`config.mk`:
```
export PLATFORM = sky130hd
export DESIGN_NAME = char_lcd_nibble_interface_flat
export DESIGN_NICKNAME = d
export VERILOG_FILES = /design/src/rtl/core/cln_pkg.sv /design/src/rtl/core/cln_ifs.sv /design/src/rtl/core/char_lcd_nibble_interface.sv /design/src/flat_wrapper.sv
export VERILOG_INCLUDE_DIRS = /design/src /design/src/rtl/core
export SDC_FILE = /design/constraint.sdc
export NUM_CORES = 1
export LEC_CHECK = 0
export ABC_AREA = 0
export BUFFER_PORTS_ARGS = -buffer_cell sky130_fd_sc_hd__buf_2
export CAP_MARGIN = 10
export CORE_MARGIN = 10
export CORE_UTILIZATION = 50
export DETAILED_ROUTE_END_ITERATION = 7
export GPL_TIMING_DRIVEN = 0
export PLACE_DENSITY = 0.83
export SYNTH_ARGS = -nofsm -noshare
export SYNTH_HDL_FRONTEND = slang
export SYNTH_SLANG_ARGS = --single-unit
```
`constraint.sdc`:
```
create_clock -name clk -period 6 [get_ports clk]
set_clock_uncertainty 0.15 [all_clocks]
set_input_delay 1.2 -clock clk [delete_from_list [all_inputs] [get_ports clk]]
set_output_delay 1.2 -clock clk [all_outputs]
set_load 0.01 [all_outputs]
```
`src/rtl/core/char_lcd_nibble_interface_defines.svh`:
```
// Assertion macros shared by the character LCD nibble interface RTL.
// Depends on nothing; define ASSERT_OFF to compile the checks away.
`ifndef CHAR_LCD_NIBBLE_INTERFACE_DEFINES_SVH
`define CHAR_LCD_NIBBLE_INTERFACE_DEFINES_SVH

`ifndef ASSERT_OFF
// Same-cycle implication, sampled on the rising clock edge, off during reset.
`define CLN_ASSERT_IMPLIES(label, clock, resetn, ante, cons) \
    label: assert property (@(posedge clock) disable iff (!resetn) (ante) |-> (cons)) \
        else $error("cln assertion failed");
// Next-cycle implication.
`define CLN_ASSERT_NEXT(label, clock, resetn, ante, cons) \
    label: assert property (@(posedge clock) disable iff (!resetn) (ante) |=> (cons)) \
        else $error("cln assertion failed");
`else
`define CLN_ASSERT_IMPLIES(label, clock, resetn, ante, cons)
`define CLN_ASSERT_NEXT(label, clock, resetn, ante, cons)
`endif

`endif

```
`src/rtl/core/cln_pkg.sv`:
```
// Package for the character LCD nibble interface: field widths, request codes,
// the control word format and the microcode program. Depends on nothing.
package cln_pkg;

    localparam int REQ_W    = 4;
    localparam int LINE_W   = 3;
    localparam int BYTE_W   = 8;
    localparam int PIN_W    = 6;
    localparam int WAIT_W   = 16;
    localparam int NIB_W    = 4;
    localparam int FLAGS_W  = 4;

    localparam logic [BYTE_W-1:0] COLS_RESET = 8'd16;

    // Request codes.
    typedef enum logic [REQ_W-1:0] {
        REQ_INIT       = 4'd0,
        REQ_CLEAR      = 4'd1,
        REQ_HOME       = 4'd2,
        REQ_DISP_ON    = 4'd3,
        REQ_DISP_OFF   = 4'd4,
        REQ_CURSOR_ON  = 4'd5,
        REQ_CURSOR_OFF = 4'd6,
        REQ_BLINK_ON   = 4'd7,
        REQ_BLINK_OFF  = 4'd8,
        REQ_SET_CURSOR = 4'd9,
        REQ_WRITE_BYTE = 4'd10,
        REQ_RAW_CMD    = 4'd11,
        REQ_RAW_DATA   = 4'd12
    } req_code_t;

    // Command bytes and flag bits.
    localparam logic [BYTE_W-1:0]  CMD_CLEAR    = 8'h01;
    localparam logic [BYTE_W-1:0]  CMD_HOME     = 8'h02;
    localparam logic [BYTE_W-1:0]  CMD_CONTROL  = 8'h08;
    localparam logic [BYTE_W-1:0]  DDRAM_LINE0  = 8'h80;
    localparam logic [BYTE_W-1:0]  DDRAM_LINE1  = 8'hC0;
    localparam logic [FLAGS_W-1:0] FLAG_VALID   = 4'h8;
    localparam logic [FLAGS_W-1:0] FLAG_DISPLAY = 4'h4;
    localparam logic [FLAGS_W-1:0] FLAG_CURSOR  = 4'h2;
    localparam logic [FLAGS_W-1:0] FLAG_BLINK   = 4'h1;

    // Where the nibble of a pin word comes from.
    typedef enum logic [1:0] {
        NS_CONST   = 2'd0,
        NS_BYTE_HI = 2'd1,
        NS_BYTE_LO = 2'd2,
        NS_CTRL_LO = 2'd3
    } nib_src_t;

    typedef enum logic [1:0] {
        RS_ZERO = 2'd0,
        RS_ONE  = 2'd1,
        RS_REQ  = 2'd2
    } rs_sel_t;

    typedef enum logic [2:0] {
        W_NONE  = 3'd0,
        W_40    = 3'd1,
        W_100   = 3'd2,
        W_1640  = 3'd3,
        W_4100  = 3'd4,
        W_40000 = 3'd5,
        W_REQ   = 3'd6
    } wait_sel_t;

    // One microcode step: produces one pin word.
    typedef struct packed {
        nib_src_t        nib_src;
        logic [NIB_W-1:0] nib;
        logic            en;
        rs_sel_t         rs_sel;
        wait_sel_t       wait_sel;
        logic            flags_on;  // set display and valid flags after this word
        logic            done;      // last word of the request, sequencer stops
    } ctrl_word_t;

    localparam int PROG_LEN   = 33;
    localparam int STEP_W     = $clog2(PROG_LEN);
    localparam logic [STEP_W-1:0] INIT_ENTRY = 6'd0;
    localparam logic [STEP_W-1:0] BYTE_ENTRY = 6'd29;
    localparam logic [STEP_W-1:0] LAST_STEP  = 6'd32;

    function automatic ctrl_word_t mk(nib_src_t src, logic [NIB_W-1:0] nib, logic en,
                                      rs_sel_t rs, wait_sel_t ws, logic fon, logic dn);
        ctrl_word_t w;
        w.nib_src  = src;
        w.nib      = nib;
        w.en       = en;
        w.rs_sel   = rs;
        w.wait_sel = ws;
        w.flags_on = fon;
        w.done     = dn;
        return w;
    endfunction

    // The microcode program. Init runs from step 0 to 28, every other
    // defined request runs the four-word byte routine at step 29.
    function automatic ctrl_word_t prog_rom(logic [STEP_W-1:0] step);
        ctrl_word_t w;
        case (step)
            // Reset word with a long power-up wait.
            6'd0:  w = mk(NS_CONST, 4'hF, 1'b1, RS_ONE,  W_40000, 1'b0, 1'b0);
            // Three nibbles of 3, then nibble 2 to enter 4-bit mode.
            6'd1:  w = mk(NS_CONST, 4'h3, 1'b1, RS_ZERO, W_NONE,  1'b0, 1'b0);
            6'd2:  w = mk(NS_CONST, 4'h3, 1'b0, RS_ZERO, W_4100,  1'b0, 1'b0);
            6'd3:  w = mk(NS_CONST, 4'h3, 1'b1, RS_ZERO, W_NONE,  1'b0, 1'b0);
            6'd4:  w = mk(NS_CONST, 4'h3, 1'b0, RS_ZERO, W_100,   1'b0, 1'b0);
            6'd5:  w = mk(NS_CONST, 4'h3, 1'b1, RS_ZERO, W_NONE,  1'b0, 1'b0);
            6'd6:  w = mk(NS_CONST, 4'h3, 1'b0, RS_ZERO, W_40,    1'b0, 1'b0);
            6'd7:  w = mk(NS_CONST, 4'h2, 1'b1, RS_ZERO, W_NONE,  1'b0, 1'b0);
            6'd8:  w = mk(NS_CONST, 4'h2, 1'b0, RS_ZERO, W_40,    1'b0, 1'b0);
            // Function set, two lines.
            6'd9:  w = mk(NS_CONST, 4'h2, 1'b1, RS_ZERO, W_NONE,  1'b0, 1'b0);
            6'd10: w = mk(NS_CONST, 4'h2, 1'b0, RS_ZERO, W_NONE,  1'b0, 1'b0);
            6'd11: w = mk(NS_CONST, 4'h8, 1'b1, RS_ZERO, W_NONE,  1'b0, 1'b0);
            6'd12: w = mk(NS_CONST, 4'h8, 1'b0, RS_ZERO, W_40,    1'b0, 1'b0);
            // Display control with the display off.
            6'd13: w = mk(NS_CONST, 4'h0, 1'b1, RS_ZERO, W_NONE,  1'b0, 1'b0);
            6'd14: w = mk(NS_CONST, 4'h0, 1'b0, RS_ZERO, W_NONE,  1'b0, 1'b0);
            6'd15: w = mk(NS_CTRL_LO, 4'h0, 1'b1, RS_ZERO, W_NONE, 1'b0, 1'b0);
            6'd16: w = mk(NS_CTRL_LO, 4'h0, 1'b0, RS_ZERO, W_40,   1'b0, 1'b0);
            // Clear.
            6'd17: w = mk(NS_CONST, 4'h0, 1'b1, RS_ZERO, W_NONE,  1'b0, 1'b0);
            6'd18: w = mk(NS_CONST, 4'h0, 1'b0, RS_ZERO, W_NONE,  1'b0, 1'b0);
            6'd19: w = mk(NS_CONST, 4'h1, 1'b1, RS_ZERO, W_NONE,  1'b0, 1'b0);
            6'd20: w = mk(NS_CONST, 4'h1, 1'b0, RS_ZERO, W_1640,  1'b0, 1'b0);
            // Entry mode, then turn the display flags on.
            6'd21: w = mk(NS_CONST, 4'h0, 1'b1, RS_ZERO, W_NONE,  1'b0, 1'b0);
            6'd22: w = mk(NS_CONST, 4'h0, 1'b0, RS_ZERO, W_NONE,  1'b0, 1'b0);
            6'd23: w = mk(NS_CONST, 4'h6, 1'b1, RS_ZERO, W_NONE,  1'b0, 1'b0);
            6'd24: w = mk(NS_CONST, 4'h6, 1'b0, RS_ZERO, W_40,    1'b1, 1'b0);
            // Display control with the display on.
            6'd25: w = mk(NS_CONST, 4'h0, 1'b1, RS_ZERO, W_NONE,  1'b0, 1'b0);
            6'd26: w = mk(NS_CONST, 4'h0, 1'b0, RS_ZERO, W_NONE,  1'b0, 1'b0);
            6'd27: w = mk(NS_CTRL_LO, 4'h0, 1'b1, RS_ZERO, W_NONE, 1'b0, 1'b0);
            6'd28: w = mk(NS_CTRL_LO, 4'h0, 1'b0, RS_ZERO, W_40,   1'b0, 1'b1);
            // Byte routine for all single-byte requests.
            6'd29: w = mk(NS_BYTE_HI, 4'h0, 1'b1, RS_REQ, W_NONE,  1'b0, 1'b0);
            6'd30: w = mk(NS_BYTE_HI, 4'h0, 1'b0, RS_REQ, W_NONE,  1'b0, 1'b0);
            6'd31: w = mk(NS_BYTE_LO, 4'h0, 1'b1, RS_REQ, W_NONE,  1'b0, 1'b0);
            6'd32: w = mk(NS_BYTE_LO, 4'h0, 1'b0, RS_REQ, W_REQ,   1'b0, 1'b1);
            default: w = mk(NS_CONST, 4'h0, 1'b0, RS_ZERO, W_NONE, 1'b0, 1'b1);
        endcase
        return w;
    endfunction

    function automatic logic [WAIT_W-1:0] wait_value(wait_sel_t sel);
        logic [WAIT_W-1:0] v;
        case (sel)
            W_40:    v = 16'd40;
            W_100:   v = 16'd100;
            W_1640:  v = 16'd1640;
            W_4100:  v = 16'd4100;
            W_40000: v = 16'd40000;
            default: v = '0;
        endcase
        return v;
    endfunction

endpackage

```
`src/rtl/core/cln_ifs.sv`:
```
// Handshake channel interfaces for the character LCD nibble interface.
// Depends on cln_pkg for the field widths.
interface cln_req_if;
    logic                          valid;
    logic                          ready;
    logic [cln_pkg::REQ_W-1:0]     req_type;
    logic [cln_pkg::LINE_W-1:0]    line;
    logic [cln_pkg::BYTE_W-1:0]    column;
    logic [cln_pkg::BYTE_W-1:0]    data_byte;

    modport source (output valid, req_type, line, column, data_byte, input ready);
    modport sink   (input valid, req_type, line, column, data_byte, output ready);
endinterface

interface cln_pin_if;
    logic                          valid;
    logic                          ready;
    logic [cln_pkg::PIN_W-1:0]     pin_word;
    logic [cln_pkg::WAIT_W-1:0]    wait_us;
    logic                          last;

    modport source (output valid, pin_word, wait_us, last, input ready);
    modport sink   (input valid, pin_word, wait_us, last, output ready);
endinterface

interface cln_cfg_if;
    logic                          valid;
    logic                          ready;
    logic [cln_pkg::BYTE_W-1:0]    data;

    modport source (output valid, data, input ready);
    modport sink   (input valid, data, output ready);
endinterface

```
`src/rtl/core/char_lcd_nibble_interface.sv`:
```
// Character LCD nibble interface: turns requests into pin words for a
// 4-bit display bus. Depends on cln_pkg, cln_ifs and the defines header.
//
// Usage. Requests arrive on the req channel (req_type, line, column,
// data_byte). Each accepted request becomes a run of pin words on the pins
// channel: pin_word holds the data nibble in bits 3-0, RS in bit 4 and E in
// bit 5, wait_us is the delay the bus driver must insert after the word, and
// last marks the final word of the request. The cfg channel, always ready,
// writes the columns-per-line register (reset 16) used by set cursor for
// lines 2 and 3; the user must write it only while idle (not enforced).
//
// Timing. A microcode sequencer emits one pin word per cycle while the
// receiver takes them: four words for a single-byte request, twenty-nine
// for init, each word loaded into the output register. A new request is
// taken as soon as the last word has been loaded, even while that word
// still waits in the output register. Unused request codes are taken and
// produce nothing.
//
// Reset clears the display flags, the sequencer and the output valid. When
// the receiver holds ready low the output word holds and the sequencer waits.
`include "char_lcd_nibble_interface_defines.svh"

module char_lcd_nibble_interface (
    input  logic      clk,
    input  logic      rst_n,
    cln_req_if.sink   req,
    cln_pin_if.source pins,
    cln_cfg_if.sink   cfg
);
    import cln_pkg::*;

    // Sequencer and request registers.
    logic                busy_reg,     busy_next;
    logic [STEP_W-1:0]   step_reg,     step_next;
    logic [FLAGS_W-1:0]  flags_reg,    flags_next;
    logic [BYTE_W-1:0]   byte_reg,     byte_next;
    logic                rs_reg,       rs_next;
    wait_sel_t           req_wait_reg, req_wait_next;
    logic [BYTE_W-1:0]   cols_reg;

    // Output register.
    logic                out_valid_reg, out_valid_next;
    logic [PIN_W-1:0]    pin_reg;
    logic [WAIT_W-1:0]   wait_reg;
    logic                last_reg;

    logic                req_fire;
    logic                out_load;
    ctrl_word_t          cw;
    logic [NIB_W-1:0]    nib;
    logic                rs_bit;
    wait_sel_t           wait_sel;

    // Request decode values.
    logic                start;
    logic [STEP_W-1:0]   start_step;
    logic [BYTE_W-1:0]   req_byte;
    logic                req_rs;
    wait_sel_t           req_wait;
    logic [FLAGS_W-1:0]  req_flags;
    logic [BYTE_W-1:0]   addr_sum;
    logic [BYTE_W-1:0]   addr;

    assign req.ready  = !busy_reg;
    assign cfg.ready  = 1'b1;
    assign req_fire   = req.valid && req.ready;

    // The sequencer runs whenever the output register is free or drains.
    assign out_load   = busy_reg && (!out_valid_reg || pins.ready);

    assign pins.valid    = out_valid_reg;
    assign pins.pin_word = pin_reg;
    assign pins.wait_us  = wait_reg;
    assign pins.last     = last_reg;

    // Set-cursor address: lines two and three are offset by the line width,
    // wrapping within a byte; odd lines live in the second DDRAM half.
    always_comb
    begin
        if (req.line == 3'd2 || req.line == 3'd3)
            addr_sum = req.column + cols_reg;
        else
            addr_sum = req.column;
        if (req.line == 3'd1 || req.line == 3'd3)
            addr = addr_sum | DDRAM_LINE1;
        else
            addr = addr_sum | DDRAM_LINE0;
    end

    // Request decode. Single-byte requests load the byte, RS and final wait
    // and jump into the byte routine; init jumps to the start of the program.
    always_comb
    begin
        start      = 1'b1;
        start_step = BYTE_ENTRY;
        req_byte   = req.data_byte;
        req_rs     = 1'b0;
        req_wait   = W_40;
        req_flags  = flags_reg;
        case (req.req_type)
            REQ_INIT:
            begin
                start_step = INIT_ENTRY;
                req_flags  = '0;
            end
            REQ_CLEAR:
            begin
                req_byte = CMD_CLEAR;
                req_wait = W_1640;
            end
            REQ_HOME:
            begin
                req_byte = CMD_HOME;
                req_wait = W_1640;
            end
            REQ_DISP_ON, REQ_CURSOR_ON, REQ_BLINK_ON:
            begin
                if (req.req_type == REQ_DISP_ON)
                    req_flags = flags_reg | FLAG_VALID | FLAG_DISPLAY;
                else if (req.req_type == REQ_CURSOR_ON)
                    req_flags = flags_reg | FLAG_VALID | FLAG_CURSOR;
                else
                    req_flags = flags_reg | FLAG_VALID | FLAG_BLINK;
                req_byte = CMD_CONTROL | {5'd0, req_flags[2:0]};
            end
            REQ_DISP_OFF, REQ_CURSOR_OFF, REQ_BLINK_OFF:
            begin
                if (req.req_type == REQ_DISP_OFF)
                    req_flags = flags_reg & ~FLAG_DISPLAY;
                else if (req.req_type == REQ_CURSOR_OFF)
                    req_flags = flags_reg & ~FLAG_CURSOR;
                else
                    req_flags = flags_reg & ~FLAG_BLINK;
                req_byte = CMD_CONTROL | {5'd0, req_flags[2:0]};
            end
            REQ_SET_CURSOR:
            begin
                req_byte = addr;
            end
            REQ_WRITE_BYTE:
            begin
                req_rs = 1'b1;
            end
            REQ_RAW_CMD:
            begin
                req_wait = W_NONE;
            end
            REQ_RAW_DATA:
            begin
                req_rs   = 1'b1;
                req_wait = W_NONE;
            end
            default:
            begin
                // Unused codes are consumed without any output.
                start = 1'b0;
            end
        endcase
    end

    // Datapath driven by the current control word.
    always_comb
    begin
        cw = prog_rom(step_reg);
        case (cw.nib_src)
            NS_BYTE_HI: nib = byte_reg[7:4];
            NS_BYTE_LO: nib = byte_reg[3:0];
            NS_CTRL_LO: nib = CMD_CONTROL[3:0] | {1'b0, flags_reg[2:0]};
            default:    nib = cw.nib;
        endcase
        case (cw.rs_sel)
            RS_ONE:  rs_bit = 1'b1;
            RS_REQ:  rs_bit = rs_reg;
            default: rs_bit = 1'b0;
        endcase
        if (cw.wait_sel == W_REQ)
            wait_sel = req_wait_reg;
        else
            wait_sel = cw.wait_sel;
    end

    // Next-state logic. A request is taken only while idle and the
    // sequencer only advances while busy, so the two never collide.
    always_comb
    begin
        busy_next      = busy_reg;
        step_next      = step_reg;
        flags_next     = flags_reg;
        byte_next      = byte_reg;
        rs_next        = rs_reg;
        req_wait_next  = req_wait_reg;
        out_valid_next = out_valid_reg;
        if (pins.ready)
            out_valid_next = 1'b0;
        if (req_fire)
        begin
            busy_next     = start;
            step_next     = start_step;
            flags_next    = req_flags;
            byte_next     = req_byte;
            rs_next       = req_rs;
            req_wait_next = req_wait;
        end
        if (out_load)
        begin
            out_valid_next = 1'b1;
            step_next      = step_reg + 1'b1;
            if (cw.flags_on)
                flags_next = flags_reg | FLAG_VALID | FLAG_DISPLAY;
            if (cw.done)
                busy_next = 1'b0;
        end
    end

    always_ff @(posedge clk or negedge rst_n)
    begin
        if (!rst_n)
        begin
            busy_reg      <= 1'b0;
            step_reg      <= '0;
            flags_reg     <= '0;
            out_valid_reg <= 1'b0;
            cols_reg      <= COLS_RESET;
            rs_reg        <= 1'b0;
            req_wait_reg  <= W_NONE;
        end
        else
        begin
            busy_reg      <= busy_next;
            step_reg      <= step_next;
            flags_reg     <= flags_next;
            out_valid_reg <= out_valid_next;
            rs_reg        <= rs_next;
            req_wait_reg  <= req_wait_next;
            if (cfg.valid && cfg.ready)
                cols_reg <= cfg.data;
        end
    end

    // Payload registers carry no reset.
    always_ff @(posedge clk)
    begin
        byte_reg <= byte_next;
        if (out_load)
        begin
            pin_reg  <= {cw.en, rs_bit, nib};
            wait_reg <= wait_value(wait_sel);
            last_reg <= cw.done;
        end
    end

    // The step counter never leaves the program while running.
    `CLN_ASSERT_IMPLIES(a_step_in_prog, clk, rst_n, busy_reg, step_reg <= LAST_STEP)
    // Loading the final word of a program frees the sequencer.
    `CLN_ASSERT_NEXT(a_done_idles, clk, rst_n, out_load && cw.done, !busy_reg && last_reg)
    // The final word of a request always leaves E low.
    `CLN_ASSERT_IMPLIES(a_last_e_low, clk, rst_n, pins.valid && pins.last, !pins.pin_word[5])
    // Init starts the program at its first step.
    `CLN_ASSERT_NEXT(a_init_entry, clk, rst_n, req_fire && req.req_type == REQ_INIT,
                     busy_reg && step_reg == INIT_ENTRY)

endmodule
```
`src/flat_wrapper.sv`:
```
// flat-port wrapper written by rule: the top's interface ports become plain ports
module char_lcd_nibble_interface_flat import cln_pkg::*;
  (clk, rst_n, req_valid, req_req_type, req_line, req_column, req_data_byte, req_ready, pins_valid, pins_pin_word, pins_wait_us, pins_last, pins_ready, cfg_valid, cfg_data, cfg_ready);
  cln_req_if req_i ();
  cln_pin_if pins_i ();
  cln_cfg_if cfg_i ();
  input  logic clk;
  input  logic rst_n;
  input wire logic [$bits(req_i.valid)-1:0] req_valid;
  input wire logic [$bits(req_i.req_type)-1:0] req_req_type;
  input wire logic [$bits(req_i.line)-1:0] req_line;
  input wire logic [$bits(req_i.column)-1:0] req_column;
  input wire logic [$bits(req_i.data_byte)-1:0] req_data_byte;
  output wire logic [$bits(req_i.ready)-1:0] req_ready;
  output wire logic [$bits(pins_i.valid)-1:0] pins_valid;
  output wire logic [$bits(pins_i.pin_word)-1:0] pins_pin_word;
  output wire logic [$bits(pins_i.wait_us)-1:0] pins_wait_us;
  output wire logic [$bits(pins_i.last)-1:0] pins_last;
  input wire logic [$bits(pins_i.ready)-1:0] pins_ready;
  input wire logic [$bits(cfg_i.valid)-1:0] cfg_valid;
  input wire logic [$bits(cfg_i.data)-1:0] cfg_data;
  output wire logic [$bits(cfg_i.ready)-1:0] cfg_ready;
  assign req_i.valid = req_valid;
  assign req_i.req_type = req_req_type;
  assign req_i.line = req_line;
  assign req_i.column = req_column;
  assign req_i.data_byte = req_data_byte;
  assign req_ready = req_i.ready;
  assign pins_valid = pins_i.valid;
  assign pins_pin_word = pins_i.pin_word;
  assign pins_wait_us = pins_i.wait_us;
  assign pins_last = pins_i.last;
  assign pins_i.ready = pins_ready;
  assign cfg_i.valid = cfg_valid;
  assign cfg_i.data = cfg_data;
  assign cfg_ready = cfg_i.ready;
  char_lcd_nibble_interface u_core (.clk(clk), .rst_n(rst_n), .req(req_i), .pins(pins_i), .cfg(cfg_i));
endmodule
```
## Yosys cells after proc, flatten, opt, wreduce, memory -nomap -nowiden

Memories as Yosys holds them, arrays and structs flattened.
Cells that the tools add are included.

| word-level totals | value |
|---|---|
| register bits after elaboration | 54 |
| memories | 1 |
| ROM bits | 896 |
| output and inout port bits | 26 |
| memory bits (writable) | 0 |
| bits in latches | 0 |

| operators by class | value |
|---|---|
| shifts and indexed selects | 0 |
| equal/unequal tests | 27 |
| $lt $le $gt $ge | 0 |
| bitwise logic cells | 0 |
| multiplexer cells | 26 |
| reduce and logical (&&, ||, !) cells | 16 |
| $mul | 0 |
| div/mod/pow operators | 0 |
| add/sub/neg operators | 2 |

Memory list:

| name | words | width | read ports | clocked after memory_dff | wr ports | RTL line | source |
|---|---|---|---|---|---|---|---|
| (name not given) | 64 | 14 | 1 | 0 | 0 | cln_pkg.sv:101 | `case (step)` |

Operators with widths:

| cell | count |
|---|---|
| $pmux W16 S5 | 1 |
| $pmux W8 S5 | 1 |
| $pmux W4 S3 | 2 |
| $eq A4 B4 Y1 const B | 5 |
| $eq A4 B3 Y1 const B | 4 |
| $mux W7 | 2 |
| $reduce_or A13 Y1 | 1 |
| $eq A3 B2 Y1 const B | 4 |
| $mux W4 | 3 |
| $mux W6 | 2 |
| $eq A3 B3 Y1 const B | 3 |
| $mux W3 | 3 |
| $eq A4 B2 Y1 const B | 2 |
| $add A7 B7 Y7 | 1 |
| $mux W1 | 7 |
| $add A6 B1 Y6 const B | 1 |
| $eq A2 B2 Y1 const B | 3 |
| $eq A3 B1 Y1 const B | 2 |
| $reduce_or A2 Y1 | 3 |
| $reduce_or A3 Y1 | 2 |
| $mux W5 | 1 |
| $eq A2 B1 Y1 const B | 2 |
| $eq A4 B1 Y1 const B | 1 |
| $logic_not A4 Y1 | 1 |
| other kinds (8) | 14 |

## Longest topological paths before layout

| logic depth | value |
|---|---|
| word-level depth | 7 |
| gate-level depth with buffers | 9 |
| gate-level depth less buffers | 9 |

## Least setup slack after synthesis

OpenSTA, ideal clock, no wires.

| timing | value |
|---|---|
| kind | input to register |
| from | in req_column[0] |
| to | reg u_core.byte_reg[6], data pin |
| data arrival time | 2625 ps |
| cell stages on the path | 9 |
| required time | 5588 ps |
| library setup time | 262 ps |
| slack | 2963 ps |
| path through | ha_1 inv_1 fa_1 nor2b_1 o31a_1 mux2i_1 a21oi_1 nor3b_1 o21ai_0 |

| on the way | value |
|---|---|
| word-level cells in the longest chain between the ends | 4 |

RTL lines:

| item | RTL line | source |
|---|---|---|
| start, declared | flat_wrapper.sv:12 | `input wire logic [$bits(req_i.column)-1:0] req_column;` |
| $add A7 B7 Y7 | char_lcd_nibble_interface.sv:81 | `addr_sum = req.column + cols_reg;` |
| $mux W7 | char_lcd_nibble_interface.sv:80 | `if (req.line == 3'd2 \|\| req.line == 3'd3)` |
| $mux W7 | char_lcd_nibble_interface.sv:84 | `if (req.line == 3'd1 \|\| req.line == 3'd3)` |
| $pmux W8 S5 | char_lcd_nibble_interface.sv:100 | `case (req.req_type)` |
| via u_core.req_byte[6] | char_lcd_nibble_interface.sv:57 | `logic [BYTE_W-1:0] req_byte;` |
| end signal, assigned | char_lcd_nibble_interface.sv:243 | `byte_reg <= byte_next;` |
| end, declared | char_lcd_nibble_interface.sv:36 | `logic [BYTE_W-1:0] byte_reg, byte_next;` |

The timed path passes the listed nets, and every way through them passes these cells.
A chain may end at the register's enable or synchronous reset.

## Worst setup path in the final report

Same ends and word-level chain as after synthesis.

==> flow_metrics.env <==
export IMPL_cts_resized=0
export IMPL_yosysWarnings=0
export IMPL_power_frac_clock_pct=17.6
export IMPL_n_antenna_cell=0
export IMPL_cp_start_kind="input port"
export IMPL_layout_commonest_cell="buf_2"
export IMPL_r2r_end="u_core.pins.pin_word[0]"
export IMPL_syn_area_mm2=0.00300
export IMPL_worst_skew_pair_late_latency_ns=0.29
export IMPL_drt_wl_total_um=7060
export IMPL_cts_buffers=5
export IMPL_vias=2634
export IMPL_critPathMaxStageDelay_ns=0.38
export IMPL_status="completed"
export IMPL_synth_top_family_by_area="compound AO/OA/AOI/OAI gates"
export IMPL_yosys_area_share_simple_pct=19.1
export IMPL_hold_violations=0
export IMPL_grt_pass1_wl_um=12400
export IMPL_drv_cap=0
export IMPL_post_route_drc_count=0
export IMPL_cts_clk_slew_worst_paths_ns=0.08
export IMPL_antenna_found_initial=0
export IMPL_yosysUniqueCellTypes=62
export IMPL_synthFlopType="edfxtp_1"
export IMPL_layout_common_cells="buf_2 (54), nand2_1 (40), nor2_1 (23), edfxtp_1 (23), inv_1 (21)"
export IMPL_seqPwrFrac_pct=36.7
export IMPL_area_delta_synth_final_pct=15.6
export IMPL_pwr_density_cell_mw_per_mm2=379
export IMPL_first_pass_iters=4
export IMPL_drt_initial_drc_count=155
export IMPL_grt_use_total_pct=15.1
export IMPL_whs_path_depth=2
export IMPL_ys_ff_latch=44
export IMPL_hp_start="u_core.req_wait_reg[1]"
export IMPL_min_period_ns=3.09
export IMPL_finalWeightedCongestion=0.920
export IMPL_root_buffer="clkbuf_8"
export IMPL_path_depth=10
export IMPL_synthArstFlopShare_pct=47.7
export IMPL_setup_viol=0
export IMPL_wl_per_cell_um=15.1
export IMPL_tightest_slew_ns=0.739
export IMPL_met2_length_um=3460
export IMPL_post_cts_buffers=0
export IMPL_switching_share_pct=38.6
export IMPL_synth_area_per_cell_um2=9.04
export IMPL_post_place_ws_ns=2.66
export IMPL_peakVddDrop_uv=198
export IMPL_crit_type="input port to register"
export IMPL_m1WireLength_um=2990
export IMPL_clock_sinks=44
export IMPL_synth_edf_count=23
export IMPL_num_rows=28
export IMPL_required_ns=5.89
export IMPL_core_mm2=0.00589
export IMPL_worstReg2RegStart="u_core.step_reg[0]"
export IMPL_synth_xor_area_share_pct=0.584
export IMPL_cts_tree="yes"
export IMPL_grt_max_degree=22
export IMPL_routed_top_layer="met4"
export IMPL_fin_cells=468
export IMPL_critPathCaptureType="register"
export IMPL_overflow=0
export IMPL_crit_chain="buf_2, ha_1, inv_1, fa_1, nor2b_1, o31a_1, mux2i_1, a21oi_1, nor3b_1, o21ai_0"
export IMPL_fmax_mhz=324
export IMPL_nets=444
export IMPL_min_to="u_core.req_wait_reg[1]"
export IMPL_synthAdderAreaFrac_pct=6.92
export IMPL_syn_instance_count=332
export IMPL_drive_above_1_share_pct=23.2
export IMPL_fp_dieH_um=97.5
export IMPL_p_int_uw=808
export IMPL_placed_cells_incl_taps=460
export IMPL_slew_violations=0
export IMPL_grt_pass1_vias=2624
export IMPL_max_slew_margin_rel_pct=50.7
export IMPL_hold_slack_ns=0.365
export IMPL_cts_hold_fix_buffers=0
export IMPL_p_leak_nw=1.54
export IMPL_start_util_pct=51.0
export IMPL_critical_path_max_fanout=3
export IMPL_cp_num_buf_inv=2
export IMPL_synth_mux_area_share_pct=4.63
export IMPL_cts_max_level=2
export IMPL_cpMaxStageDelayCell="fa_1"
export IMPL_arrival_ns=2.98
export IMPL_drtAntennaViolNets=0
export IMPL_fin_ws_ns=2.91
export IMPL_port_buffers=47
export IMPL_dieArea_mm2=0.00950
export IMPL_r2r_slack_ns=3.47
export IMPL_viasPerCell=5.63
export IMPL_hp_class="register to register"
export IMPL_die_x_um=97.5
export IMPL_p_comb_share_pct=45.7
export IMPL_wl_met3_um=545
export IMPL_dp_final_hpwl_um=5550
export IMPL_rsz0062_at_grt="false"
export IMPL_p_switching_uw=509
export IMPL_reg2reg_depth=7
export IMPL_synth_compound_area_share_pct=19.9
export IMPL_power_mw=1.32
export IMPL_clock_path_buffers=2
export IMPL_seq_area_frac_synth_pct=40.6
export IMPL_io_pins=62
export IMPL_finalSetupTns_ns=0
export IMPL_critPathTopFamily="adder cells"
export IMPL_finalCritPeriodShare_pct=51.5
routing by layer:
metal | vias to the layer above | track usage (%)
met3 | 9 | 4.20
met1 | 1227 | 18.1
met5 | - | 0
li1 | 1303 | -
met2 | 95 | 25.9
met4 | 0 | 3.58
worst max path at each step:
stage,start,to
after floorplan,req_column[0],u_core.byte_reg[6]
after global placement,req_column[0],u_core.byte_reg[6]
after detailed placement,req_column[0],u_core.byte_reg[6]
after CTS,req_column[0],u_core.byte_reg[6]
after global routing,req_column[0],u_core.byte_reg[6]
final,req_column[0],u_core.byte_reg[6]
final cells by class:
type                    count  area (um^2)
well taps                  75         93.8
plain buffers              28          163
repair buffers             47          235
clock inverters             2         33.8
clock buffers               6         82.6
flip-flops and latches     44         1220
fillers                   532         2420
multi-input cells         245         1570
inverters                  21         78.8
cells in the mapped netlist, types with 3 or more instances:
master / n / share of area, %
o21ai_1: 4 / 0.67
buf_2: 7 / 1.2
ha_1: 15 / 6.3
nor2b_1: 8 / 1.7
o21ai_0: 17 / 2.8
a211oi_1: 6 / 1.5
nor3_1: 9 / 1.5
or3_1: 3 / 0.63
nor2_1: 23 / 2.9
mux2i_1: 6 / 2.0
nand3_1: 8 / 1.3
nor3b_1: 4 / 1.0
a31oi_1: 7 / 1.5
edfxtp_1: 23 / 23
o211ai_1: 7 / 1.8
a21o_1: 4 / 1.0
clkbuf_1: 9 / 1.1
nand2_1: 40 / 5.0
a21oi_1: 16 / 2.7
mux2_2: 7 / 2.6
inv_1: 21 / 2.6
o22ai_1: 4 / 0.83
and3_1: 3 / 0.63
dfrtp_1: 20 / 17
buf_4: 9 / 2.3
nand2b_1: 4 / 0.83
worst register-to-register path: stages, from the launching register on:
cell     delay, ns
dfrtp_1       0.44
ha_1          0.38
ha_1          0.30
o32ai_2       0.10
nor3_2        0.23
nand2_2       0.15
and2_1        0.19
o32a_1        0.36
power by group through the flow:
stage,Clock (mW),Combinational [mW],Sequential (mW)
6_report,0.231,0.601,0.484
5_1_grt,0.249,0.675,0.493
4_1_cts,0.237,0.600,0.483
3_5_place_dp,0,0.595,0.489
3_3_place_gp,0,0.576,0.483
2_1_floorplan,0,0.406,0.504
per-stage QoR:
step           cell area, um^2  utilization (%)
3_3_place_gp              3350             57.0
6_report                  3470             58.9
5_1_grt                   3470             58.9
3_5_place_dp              3350             57.0
4_1_cts                   3470             58.9
2_1_floorplan             3020                -
kinds of logic (layout without fill, tap and decap cells):
group	count (synthesis)	count (layout)
AO/OA/AOI/OAI	89	89
buffers and inverters	49	104
adder cells (fa/ha/maj)	16	16
multiplexers	13	13
XOR/XNOR	2	2
other	2	8
AND/OR/NAND/NOR	117	117
flip-flops	44	44
Power figures use the tool's default switching activity.
